==> src/sv/sblc_pkg.sv <==
package sblc_pkg;

    localparam int MAX_RESULTS = 32;
    localparam int EMIT_W      = 6;

    localparam logic [2:0] OP_TICK  = 3'd0;
    localparam logic [2:0] OP_RXBYTE = 3'd1;
    localparam logic [2:0] OP_READY = 3'd2;
    localparam logic [2:0] OP_LOAD  = 3'd3;
    localparam logic [2:0] OP_SEND  = 3'd4;

    localparam logic [1:0] CFG_OWN_ID   = 2'd0;
    localparam logic [1:0] CFG_PRIORITY = 2'd1;
    localparam logic [1:0] CFG_IDLE     = 2'd2;

    localparam logic [7:0] OWN_ID_RESET   = 8'd128;
    localparam logic [3:0] PRIORITY_RESET = 4'd8;
    localparam logic [4:0] IDLE_RESET     = 5'd11;
    localparam logic [7:0] BACKOFF_MASK   = 8'h07;
    localparam logic [7:0] COLL_MAX       = 8'd255;

    typedef struct packed {
        logic [2:0] op;
        logic [7:0] data_byte;
        logic [4:0] tx_index;
        logic [5:0] tx_length;
    } in_item_t;

    typedef struct packed {
        logic       tx_valid;
        logic [7:0] tx_byte;
        logic       rx_valid;
        logic [7:0] rx_byte;
        logic       rx_end;
        logic       checksum_error;
        logic       rx_overflow;
        logic       send_pending;
        logic       bus_busy;
        logic       last;
    } out_item_t;

    typedef struct packed {
        logic capture;
        logic exec;
        logic load_emit;
    } cmd_t;

    typedef struct packed {
        logic emit_start;
        logic emit_more;
    } status_t;

endpackage

==> src/sv/serial_bus_link_controller_top.sv <==
// Link-layer controller for a byte bus, one op per input transfer. An op that
// gives a single result is accepted, executed and then held for output until
// its result is transferred. A packet end gives one result per stored byte,
// at most 32, each going through the registered receive-store read (read,
// load, output). The next op is accepted once the last result of the current
// one has been transferred. The stores need no clearing after reset.
module serial_bus_link_controller_top #(
    parameter int RX_DEPTH = 32,
    parameter int TX_DEPTH = 32
) (
    input  logic                 clk,
    input  logic                 rst_n,
    input  logic                 in_valid,
    output logic                 in_stall,
    input  sblc_pkg::in_item_t   in_data,
    output logic                 out_valid,
    input  logic                 out_stall,
    output sblc_pkg::out_item_t  out_data,
    input  logic                 cfg_write,
    input  logic [1:0]           cfg_index,
    input  logic [7:0]           cfg_data
);

    sblc_pkg::cmd_t    cmd;
    sblc_pkg::status_t status;

    sblc_ctrl u_ctrl (
        .clk       (clk),
        .rst_n     (rst_n),
        .in_valid  (in_valid),
        .in_stall  (in_stall),
        .out_valid (out_valid),
        .out_stall (out_stall),
        .status    (status),
        .cmd       (cmd)
    );

    sblc_datapath #(
        .RX_DEPTH (RX_DEPTH),
        .TX_DEPTH (TX_DEPTH)
    ) u_datapath (
        .clk       (clk),
        .rst_n     (rst_n),
        .in_data   (in_data),
        .cfg_write (cfg_write),
        .cfg_index (cfg_index),
        .cfg_data  (cfg_data),
        .cmd       (cmd),
        .status    (status),
        .out_data  (out_data)
    );

endmodule

==> src/sv/sblc_datapath.sv <==
module sblc_datapath #(
    parameter int RX_DEPTH = 32,
    parameter int TX_DEPTH = 32
) (
    input  logic                 clk,
    input  logic                 rst_n,
    input  sblc_pkg::in_item_t   in_data,
    input  logic                 cfg_write,
    input  logic [1:0]           cfg_index,
    input  logic [7:0]           cfg_data,
    input  sblc_pkg::cmd_t       cmd,
    output sblc_pkg::status_t    status,
    output sblc_pkg::out_item_t  out_data
);

    localparam int RX_AW = $clog2(RX_DEPTH);
    localparam int TX_AW = $clog2(TX_DEPTH);
    localparam int RX_CW = $clog2(RX_DEPTH + 1);
    localparam int TX_CW = $clog2(TX_DEPTH + 1);
    localparam int EW    = sblc_pkg::EMIT_W;

    logic [7:0] rx_mem [RX_DEPTH];
    logic [7:0] tx_mem [TX_DEPTH];
    logic [7:0] rx_rd_reg;
    logic [7:0] tx_rd_reg;

    sblc_pkg::in_item_t item_reg;

    logic [7:0] own_id_reg;
    logic [3:0] priority_reg;
    logic [4:0] idle_reg;

    logic [RX_CW-1:0] rx_count_reg, rx_count_next;
    logic             ovf_reg, ovf_next;
    logic [TX_CW-1:0] send_len_reg, send_len_next;
    logic [TX_CW-1:0] send_pos_reg, send_pos_next;
    logic [7:0]       sum_reg, sum_next;
    logic [7:0]       coll_reg, coll_next;
    logic [4:0]       tt_reg, tt_next;
    logic [4:0]       tc_reg, tc_next;
    logic             tr_reg, tr_next;
    logic xmit_reg, xmit_next, pend_reg, pend_next, busy_reg, busy_next;
    logic csum_reg, csum_next, idsent_reg, idsent_next, backoff_reg, backoff_next;
    logic waitidle_reg, waitidle_next, prio_reg, prio_next;

    logic [EW-1:0] emit_idx_reg, emit_idx_next;
    logic [EW-1:0] emit_n_reg, emit_n_next;
    logic          emit_ce_reg, emit_ce_next;
    logic          emit_ov_reg, emit_ov_next;

    logic          res_txv;
    logic [7:0]    res_txb;
    logic          emit_start;
    logic          rx_we;
    logic          tx_we;
    logic [4:0]    cnt1;
    logic [7:0]    cc1;
    logic [4:0]    boff;
    logic [EW-1:0] pkt_n;

    sblc_pkg::out_item_t out_reg;
    sblc_pkg::out_item_t out_next;

    always_ff @(posedge clk)
    begin
        if (rx_we)
        begin
            rx_mem[RX_AW'(rx_count_reg)] <= item_reg.data_byte;
        end
        rx_rd_reg <= rx_mem[RX_AW'(32'(emit_idx_reg))];
    end

    always_ff @(posedge clk)
    begin
        if (tx_we)
        begin
            tx_mem[TX_AW'(item_reg.tx_index)] <= item_reg.data_byte;
        end
        tx_rd_reg <= tx_mem[TX_AW'(send_pos_reg)];
    end

    always_ff @(posedge clk)
    begin
        if (cmd.capture)
        begin
            item_reg <= in_data;
        end
    end

    always_ff @(posedge clk or negedge rst_n)
    begin
        if (!rst_n)
        begin
            own_id_reg   <= sblc_pkg::OWN_ID_RESET;
            priority_reg <= sblc_pkg::PRIORITY_RESET;
            idle_reg     <= sblc_pkg::IDLE_RESET;
        end
        else if (cfg_write)
        begin
            unique case (cfg_index)
                sblc_pkg::CFG_OWN_ID:   own_id_reg   <= cfg_data;
                sblc_pkg::CFG_PRIORITY: priority_reg <= cfg_data[3:0];
                sblc_pkg::CFG_IDLE:     idle_reg     <= cfg_data[4:0];
                default: ;
            endcase
        end
    end

    always_comb
    begin
        rx_count_next = rx_count_reg;
        ovf_next      = ovf_reg;
        send_len_next = send_len_reg;
        send_pos_next = send_pos_reg;
        sum_next      = sum_reg;
        coll_next     = coll_reg;
        tt_next       = tt_reg;
        tc_next       = tc_reg;
        tr_next       = tr_reg;
        xmit_next     = xmit_reg;
        pend_next     = pend_reg;
        busy_next     = busy_reg;
        csum_next     = csum_reg;
        idsent_next   = idsent_reg;
        backoff_next  = backoff_reg;
        waitidle_next = waitidle_reg;
        prio_next     = prio_reg;
        emit_idx_next = emit_idx_reg;
        emit_n_next   = emit_n_reg;
        emit_ce_next  = emit_ce_reg;
        emit_ov_next  = emit_ov_reg;
        res_txv       = 1'b0;
        res_txb       = 8'd0;
        emit_start    = 1'b0;
        rx_we         = 1'b0;
        tx_we         = 1'b0;
        cnt1          = tc_reg + 5'd1;
        cc1           = (coll_reg < sblc_pkg::COLL_MAX) ? coll_reg + 8'd1 : coll_reg;
        boff          = 5'(cc1 & sblc_pkg::BACKOFF_MASK);
        pkt_n         = (32'(rx_count_reg) > sblc_pkg::MAX_RESULTS)
                        ? EW'(sblc_pkg::MAX_RESULTS) : EW'(rx_count_reg);
        if (boff == 5'd0)
        begin
            boff = 5'd8;
        end

        if (cmd.exec)
        begin
            case (item_reg.op)
                sblc_pkg::OP_TICK:
                begin
                    if (tr_reg)
                    begin
                        tc_next = cnt1;
                        if (cnt1 == tt_reg)
                        begin
                            tr_next   = 1'b0;
                            tc_next   = 5'd0;
                            busy_next = 1'b0;
                            if (backoff_reg || prio_reg)
                            begin
                                if (backoff_reg)
                                begin
                                    backoff_next = 1'b0;
                                    coll_next    = 8'd0;
                                end
                                else
                                begin
                                    prio_next = 1'b0;
                                end
                                res_txv     = 1'b1;
                                res_txb     = own_id_reg;
                                sum_next    = own_id_reg;
                                idsent_next = 1'b1;
                            end
                            else if (!xmit_reg)
                            begin
                                emit_start    = (pkt_n != '0);
                                emit_idx_next = '0;
                                emit_n_next   = pkt_n;
                                emit_ce_next  = (sum_reg != 8'd0);
                                emit_ov_next  = ovf_reg ||
                                    (32'(rx_count_reg) > sblc_pkg::MAX_RESULTS);
                                rx_count_next = '0;
                                ovf_next      = 1'b0;
                                sum_next      = 8'd0;
                                if (pend_reg)
                                begin
                                    tt_next   = {1'b0, priority_reg};
                                    tc_next   = 5'd0;
                                    tr_next   = 1'b1;
                                    prio_next = 1'b1;
                                end
                            end
                        end
                    end
                end
                sblc_pkg::OP_RXBYTE:
                begin
                    prio_next    = 1'b0;
                    backoff_next = 1'b0;
                    if (xmit_reg)
                    begin
                        if (csum_reg)
                        begin
                            xmit_next     = 1'b0;
                            csum_next     = 1'b0;
                            waitidle_next = 1'b0;
                        end
                    end
                    else if (!idsent_reg)
                    begin
                        busy_next = 1'b1;
                        tt_next   = idle_reg;
                        tc_next   = 5'd0;
                        tr_next   = 1'b1;
                        if (32'(rx_count_reg) < RX_DEPTH)
                        begin
                            rx_we         = 1'b1;
                            rx_count_next = rx_count_reg + RX_CW'(1);
                        end
                        else
                        begin
                            ovf_next = 1'b1;
                        end
                        sum_next = sum_reg + item_reg.data_byte;
                    end
                    if (pend_reg && idsent_reg)
                    begin
                        idsent_next = 1'b0;
                        if (item_reg.data_byte == own_id_reg)
                        begin
                            xmit_next = 1'b1;
                        end
                        else
                        begin
                            coll_next = cc1;
                            tc_next   = 5'd0;
                            tr_next   = 1'b1;
                            if (cc1 == 8'd1)
                            begin
                                tt_next = idle_reg;
                            end
                            else
                            begin
                                tt_next      = boff;
                                backoff_next = 1'b1;
                            end
                        end
                    end
                end
                sblc_pkg::OP_READY:
                begin
                    if (xmit_reg && !csum_reg)
                    begin
                        res_txv = 1'b1;
                        if (send_pos_reg < send_len_reg && 32'(send_pos_reg) < TX_DEPTH)
                        begin
                            res_txb       = tx_rd_reg;
                            sum_next      = sum_reg + tx_rd_reg;
                            send_pos_next = send_pos_reg + TX_CW'(1);
                        end
                        else
                        begin
                            send_len_next = '0;
                            res_txb       = 8'd0 - sum_reg;
                            sum_next      = 8'd0;
                            pend_next     = 1'b0;
                            csum_next     = 1'b1;
                        end
                    end
                end
                sblc_pkg::OP_LOAD:
                begin
                    tx_we = (32'(item_reg.tx_index) < TX_DEPTH);
                end
                sblc_pkg::OP_SEND:
                begin
                    if (!pend_reg)
                    begin
                        send_len_next = (32'(item_reg.tx_length) > TX_DEPTH)
                                        ? TX_CW'(TX_DEPTH) : TX_CW'(item_reg.tx_length);
                        send_pos_next = '0;
                        if (!waitidle_reg && !busy_reg)
                        begin
                            tt_next       = idle_reg;
                            tc_next       = 5'd0;
                            tr_next       = 1'b1;
                            waitidle_next = 1'b1;
                        end
                        pend_next = 1'b1;
                    end
                end
                default: ;
            endcase
        end

        if (cmd.load_emit)
        begin
            emit_idx_next = emit_idx_reg + EW'(1);
        end
    end

    always_ff @(posedge clk or negedge rst_n)
    begin
        if (!rst_n)
        begin
            rx_count_reg <= '0;
            ovf_reg      <= 1'b0;
            send_len_reg <= '0;
            send_pos_reg <= '0;
            sum_reg      <= 8'd0;
            coll_reg     <= 8'd0;
            tt_reg       <= 5'd0;
            tc_reg       <= 5'd0;
            tr_reg       <= 1'b0;
            xmit_reg     <= 1'b0;
            pend_reg     <= 1'b0;
            busy_reg     <= 1'b0;
            csum_reg     <= 1'b0;
            idsent_reg   <= 1'b0;
            backoff_reg  <= 1'b0;
            waitidle_reg <= 1'b0;
            prio_reg     <= 1'b0;
            emit_idx_reg <= '0;
            emit_n_reg   <= '0;
            emit_ce_reg  <= 1'b0;
            emit_ov_reg  <= 1'b0;
        end
        else
        begin
            rx_count_reg <= rx_count_next;
            ovf_reg      <= ovf_next;
            send_len_reg <= send_len_next;
            send_pos_reg <= send_pos_next;
            sum_reg      <= sum_next;
            coll_reg     <= coll_next;
            tt_reg       <= tt_next;
            tc_reg       <= tc_next;
            tr_reg       <= tr_next;
            xmit_reg     <= xmit_next;
            pend_reg     <= pend_next;
            busy_reg     <= busy_next;
            csum_reg     <= csum_next;
            idsent_reg   <= idsent_next;
            backoff_reg  <= backoff_next;
            waitidle_reg <= waitidle_next;
            prio_reg     <= prio_next;
            emit_idx_reg <= emit_idx_next;
            emit_n_reg   <= emit_n_next;
            emit_ce_reg  <= emit_ce_next;
            emit_ov_reg  <= emit_ov_next;
        end
    end

    // result payload is registered; pending and busy come straight from the flags
    always_comb
    begin
        out_next = out_reg;
        if (cmd.exec && !emit_start)
        begin
            out_next          = '0;
            out_next.tx_valid = res_txv;
            out_next.tx_byte  = res_txb;
            out_next.last     = 1'b1;
        end
        else if (cmd.load_emit)
        begin
            out_next                = '0;
            out_next.rx_valid       = 1'b1;
            out_next.rx_byte        = rx_rd_reg;
            out_next.rx_end         = (emit_idx_next == emit_n_reg);
            out_next.last           = (emit_idx_next == emit_n_reg);
            out_next.checksum_error = emit_ce_reg;
            out_next.rx_overflow    = emit_ov_reg;
        end
    end

    always_ff @(posedge clk)
    begin
        out_reg <= out_next;
    end

    always_comb
    begin
        out_data              = out_reg;
        out_data.send_pending = pend_reg;
        out_data.bus_busy     = busy_reg;
    end

    assign status.emit_start = emit_start;
    assign status.emit_more  = (emit_idx_reg != emit_n_reg);

endmodule

==> src/sv/sblc_ctrl.sv <==
module sblc_ctrl (
    input  logic                clk,
    input  logic                rst_n,
    input  logic                in_valid,
    output logic                in_stall,
    output logic                out_valid,
    input  logic                out_stall,
    input  sblc_pkg::status_t   status,
    output sblc_pkg::cmd_t      cmd
);

    localparam logic [2:0] S_IDLE = 3'd0;
    localparam logic [2:0] S_EXEC = 3'd1;
    localparam logic [2:0] S_READ = 3'd2;
    localparam logic [2:0] S_LOAD = 3'd3;
    localparam logic [2:0] S_OUT  = 3'd4;

    logic [2:0] state_reg, state_next;

    always_comb
    begin
        state_next    = state_reg;
        cmd           = '0;
        unique case (state_reg)
            S_IDLE:
            begin
                if (in_valid)
                begin
                    cmd.capture = 1'b1;
                    state_next  = S_EXEC;
                end
            end
            S_EXEC:
            begin
                cmd.exec   = 1'b1;
                state_next = status.emit_start ? S_READ : S_OUT;
            end
            S_READ:
            begin
                state_next = S_LOAD;
            end
            S_LOAD:
            begin
                cmd.load_emit = 1'b1;
                state_next    = S_OUT;
            end
            S_OUT:
            begin
                if (!out_stall)
                begin
                    state_next = status.emit_more ? S_READ : S_IDLE;
                end
            end
            default:
            begin
                state_next = S_IDLE;
            end
        endcase
    end

    assign in_stall  = (state_reg != S_IDLE);
    assign out_valid = (state_reg == S_OUT);

    always_ff @(posedge clk or negedge rst_n)
    begin
        if (!rst_n)
        begin
            state_reg <= S_IDLE;
        end
        else
        begin
            state_reg <= state_next;
        end
    end

endmodule

==> config.mk <==
export PLATFORM = sky130hd
export DESIGN_NAME = serial_bus_link_controller_top
export DESIGN_NICKNAME = d
export VERILOG_FILES = /design/src/sv/sblc_pkg.sv /design/src/sv/serial_bus_link_controller_top.sv /design/src/sv/sblc_datapath.sv /design/src/sv/sblc_ctrl.sv
export SDC_FILE = /design/constraint.sdc
export NUM_CORES = 1
export LEC_CHECK = 0
export BUFFER_PORTS_ARGS = -buffer_cell sky130_fd_sc_hd__buf_2
export CAP_MARGIN = 0
export CORE_ASPECT_RATIO = 0.7
export CORE_UTILIZATION = 57
export CTS_BUF_LIST = sky130_fd_sc_hd__clkbuf_8
export DETAILED_ROUTE_END_ITERATION = 8
export MAX_ROUTING_LAYER = met4
export PLACE_DENSITY = 0.74
export SETUP_SLACK_MARGIN = 0.5
export SLEW_MARGIN = 5
export SYNTH_ARGS = -nofsm -noshare
export SYNTH_HDL_FRONTEND = slang
export SYNTH_SLANG_ARGS = --single-unit
==> constraint.sdc <==
create_clock -name clk -period 3.65 [get_ports clk]
set_input_delay 0.365 -clock clk [delete_from_list [all_inputs] [get_ports clk]]
set_output_delay 0.365 -clock clk [all_outputs]
set_load 0.05 [all_outputs]
==> reports/qor.txt <==
================================================================================
Outcome                                                             finished clean
Tightest Pin Transition                                                   960 ps
Worst hold path type                                                primary input to register
Root buffer cell                                                        clkbuf_8
Net count after synthesis                                                   1815
Post-synth EDFFs                                                             543
Registers with the highest flip-flop counts                         u_datapath.rx_mem x256, u_datapath.tx_mem x256
End of the worst register-to-register path                          u_datapath.tx_mem[9][0]$_DFFE_PP_
Number of buffers inserted by port buffering                                  62
Post-detailed-route wirelength per cell                                  24.8 um
Via/cell ratio                                                              6.31
Vias                                                                       16700
Area grow syn2layout                                                       12.6%
Synth Flop Type                                                         edfxtp_1
Site row count                                                                67
Power density cells                                                   594 nW/um2
DIE AREA                                                               49600 um2
Die Height                                                                187 um
Final critical-path setup slack                                           478 ps
Post-route total power                                                   18.6 mW
Nets@finish                                                                 1982
Worst hold path endpoint                                            u_datapath.priority_reg[1]$_DFFE_PN0P_
Final period util                                                          0.869
Number of detailed-route iterations in the first pass                          8
Reg2Reg Launch Point                                                u_ctrl.state_reg[1]$_DFFE_PN0P_
Commonest cells post-synth                                          543 x edfxtp_1, 126 x nor2_1, 123 x nand2_1
Total number of yosys warnings                                                 0
Setup Skew                                                               41.0 ps
Max IR drop VDD                                                         0.307 mV
Half-perimeter wire length of the detailed placement result             42000 um
Unrepaired setup endpoints after global routing                              yes
Final count of negative-setup-slack endpoints                                  0
P_leak                                                                   10.5 nW
Std-Cell Core Area                                                     48000 um2
Required @ worst endpoint                                                4000 ps
Top post-synthesis cells by area                                    edfxtp_1 59%, mux4_2 9.1%, dfrtp_1 7.5%
Number of buffers created by CTS                                              97
R2R cell count                                                                 7
Async set or reset register ratio after synthesis                          0.133
Dominant cell type by area after synthesis                              edfxtp_1
Synth Area per Inst                                                     15.9 um2
Total number of clock tree sinks                                             660
Most frequently used cell type in the post-synthesis netlist            edfxtp_1
Share of layout cells above drive strength 1                               0.218
Number of top-level pins                                                      63
Antenna viol nets, final                                                       0
Post-Route Utilization                                                     0.652
Number of antenna violations at the first check in global routing              1
Total routing usage reported by global routing                             0.279
Via count of the first global-routing pass                                 16200
Clock transition at the registers of the reported paths                    60 ps
Worst Hold Depth                                                               3
Number of buffers between clock root and the deepest sink                      3
Final sum of negative setup slack                                           0 ps
Max-slew headroom at the worst pin                                         0.360
Max Slew Vio Count                                                             0
Gpl congestion                                                             0.903
Number of register bits inferred by synthesis                                660
Worst setup path category                                           register to register
First-pass GRT wire length                                             100000 um
Kind of capture point of the worst setup path                           register
Horizontal die dimension                                                  266 um
Synthesized netlist cell count                                              1747
Count of cell types in the netlist                                            85
Worst-path fanout max                                                         10
Worst setup path startpoint                                         u_ctrl.state_reg[1]$_DFFE_PN0P_
Clock tree from TritonCTS                                                  built
Pre-CTS setup slack                                                       632 ps
Crit start category                                                     register
Post-layout minimum cycle time                                           3170 ps
R2R setup slack                                                           480 ps
Area share of the largest cell type after synthesis                        0.587
Remaining Overflow, GRT                                                        0
Combined area of all synthesized cells                                 27800 um2
Number of violations of the max-capacitance limit                              0
Number of filler instances in the final layout                              3274
Achievable Freq                                                        0.315 GHz
Aggregate routed wire length                                            65800 um
Starting utilization of the core area                                      0.579
Pin count of the biggest net entering global routing                          71
Initial detailed-routing violation count                                    2202
Remaining DRCs                                                                 0
N_diodes                                                                       0
H-tree depth                                                                   3
Data arrival time at the worst-slack endpoint                            3520 ps
Endpoints failing hold                                                         0
Fraction of the yosys area taken by sequential cells                       0.688
Clock Latency Late Sink                                                   720 ps
Hold path startpoint                                                cfg_index[0]
================================================================================
[layer usage]
metal | wire [um] | share of wire | global-route usage
met3 | 7530 | 0.11 | 0.0736
met4 | 1120 | 0.017 | 0.0595
met2 | 28300 | 0.43 | 0.377
met1 | 28900 | 0.44 | 0.428
met5 | 0 | 0 | -
[cell families after synthesis]
family	share of synthesized area
flip-flops	0.688
buffers and inverters	0.0181
multiplexers	0.130
adder cells (fa/ha/maj)	0.0145
XOR/XNOR	0.0141
AND/OR/NAND/NOR	0.0640
AO/OA/AOI/OAI	0.0713
[area by class of cell]
type / instances / area, um2 / share of cell area
Clock inverter: 81 / 465 / 0.0149
Multi-Input combinational cell: 965 / 8220 / 0.263
Clock buffer: 99 / 1360 / 0.0436
Tap cell: 655 / 820 / 0.0262
Timing Repair Buffer: 164 / 1210 / 0.0387
Inverter: 26 / 97.6 / 0.00312
Sequential cell: 660 / 19100 / 0.611
[worst max path at each step]
stage / cells after the start / endpoint
final: 7 / u_datapath.tx_mem[9][0]$_DFFE_PP_
after global routing: 7 / u_datapath.tx_mem[24][3]$_DFFE_PP_
after CTS: 7 / u_datapath.tx_mem[11][7]$_DFFE_PP_
after detailed placement: 7 / u_datapath.tx_mem[8][1]$_DFFE_PP_
after global placement: 7 / u_datapath.tx_mem[8][3]$_DFFE_PP_
after floorplan: 7 / u_datapath.sum_reg[7]$_DFFE_PN0P_
[stage by stage]
step / instance area (um2) / instances / hold slack (ps)
after global placement: 29100 / 2437 / 419
after floorplan: 27800 / 1747 / 69.4
after detailed placement: 29100 / 2437 / 432
after CTS: 31200 / 2650 / 113
final: 31300 / 2650 / 170
after global routing: 31300 / 2650 / 149
[cells in the final DEF (no fill, tap or decap), types with 9 or more instances in the layout]
| cell | n |
|---|---|
| nor2b_1 | 9 |
| clkinv_2 | 11 |
| nand3b_1 | 11 |
| dfrtp_1 | 80 |
| o21ai_0 | 63 |
| clkinv_1 | 26 |
| clkbuf_8 | 99 |
| inv_1 | 60 |
| nand2b_1 | 16 |
| ha_1 | 29 |
| mux2_2 | 30 |
| mux4_2 | 112 |
| a21oi_1 | 71 |
| nor2_2 | 12 |
| nand3_1 | 27 |
| nor2_1 | 114 |
| mux2i_1 | 76 |
| nor3_1 | 13 |
| edfxtp_1 | 543 |
| buf_2 | 61 |
| a31oi_1 | 12 |
| o221ai_1 | 42 |
| xor2_1 | 22 |
| o22ai_1 | 12 |
| dlygate4sd3_1 | 33 |
| dfxtp_1 | 29 |
| o31ai_1 | 12 |
| xnor2_1 | 21 |
| buf_4 | 66 |
| nand2_1 | 123 |
[power breakdown]
part / total, mW / internal, mW / switching, mW
combinational: 3.68 / 1.57 / 2.12
sequential: 9.21 / 8.73 / 0.484
clock: 5.69 / 2.83 / 2.86
total: 18.6 / 13.1 / 5.46
[critical path, stage by stage (launching register included)]
cell and delay, ps:
dfrtp_1 470, or3b_1 410, buf_4 190, nor2_1 190, nand3_1 100, nor2_1 500, nand3b_1 370, nor2_1 570
[repair_timing]
action                                  4_1_cts  5_1_grt
hold endpoints to repair                    106        0
gates resized for setup                       0       11
hold buffers                                 33        0
endpoints found under the setup margin        0      110
buffers inserted                              0        0
Power figures use the tool's default switching activity.
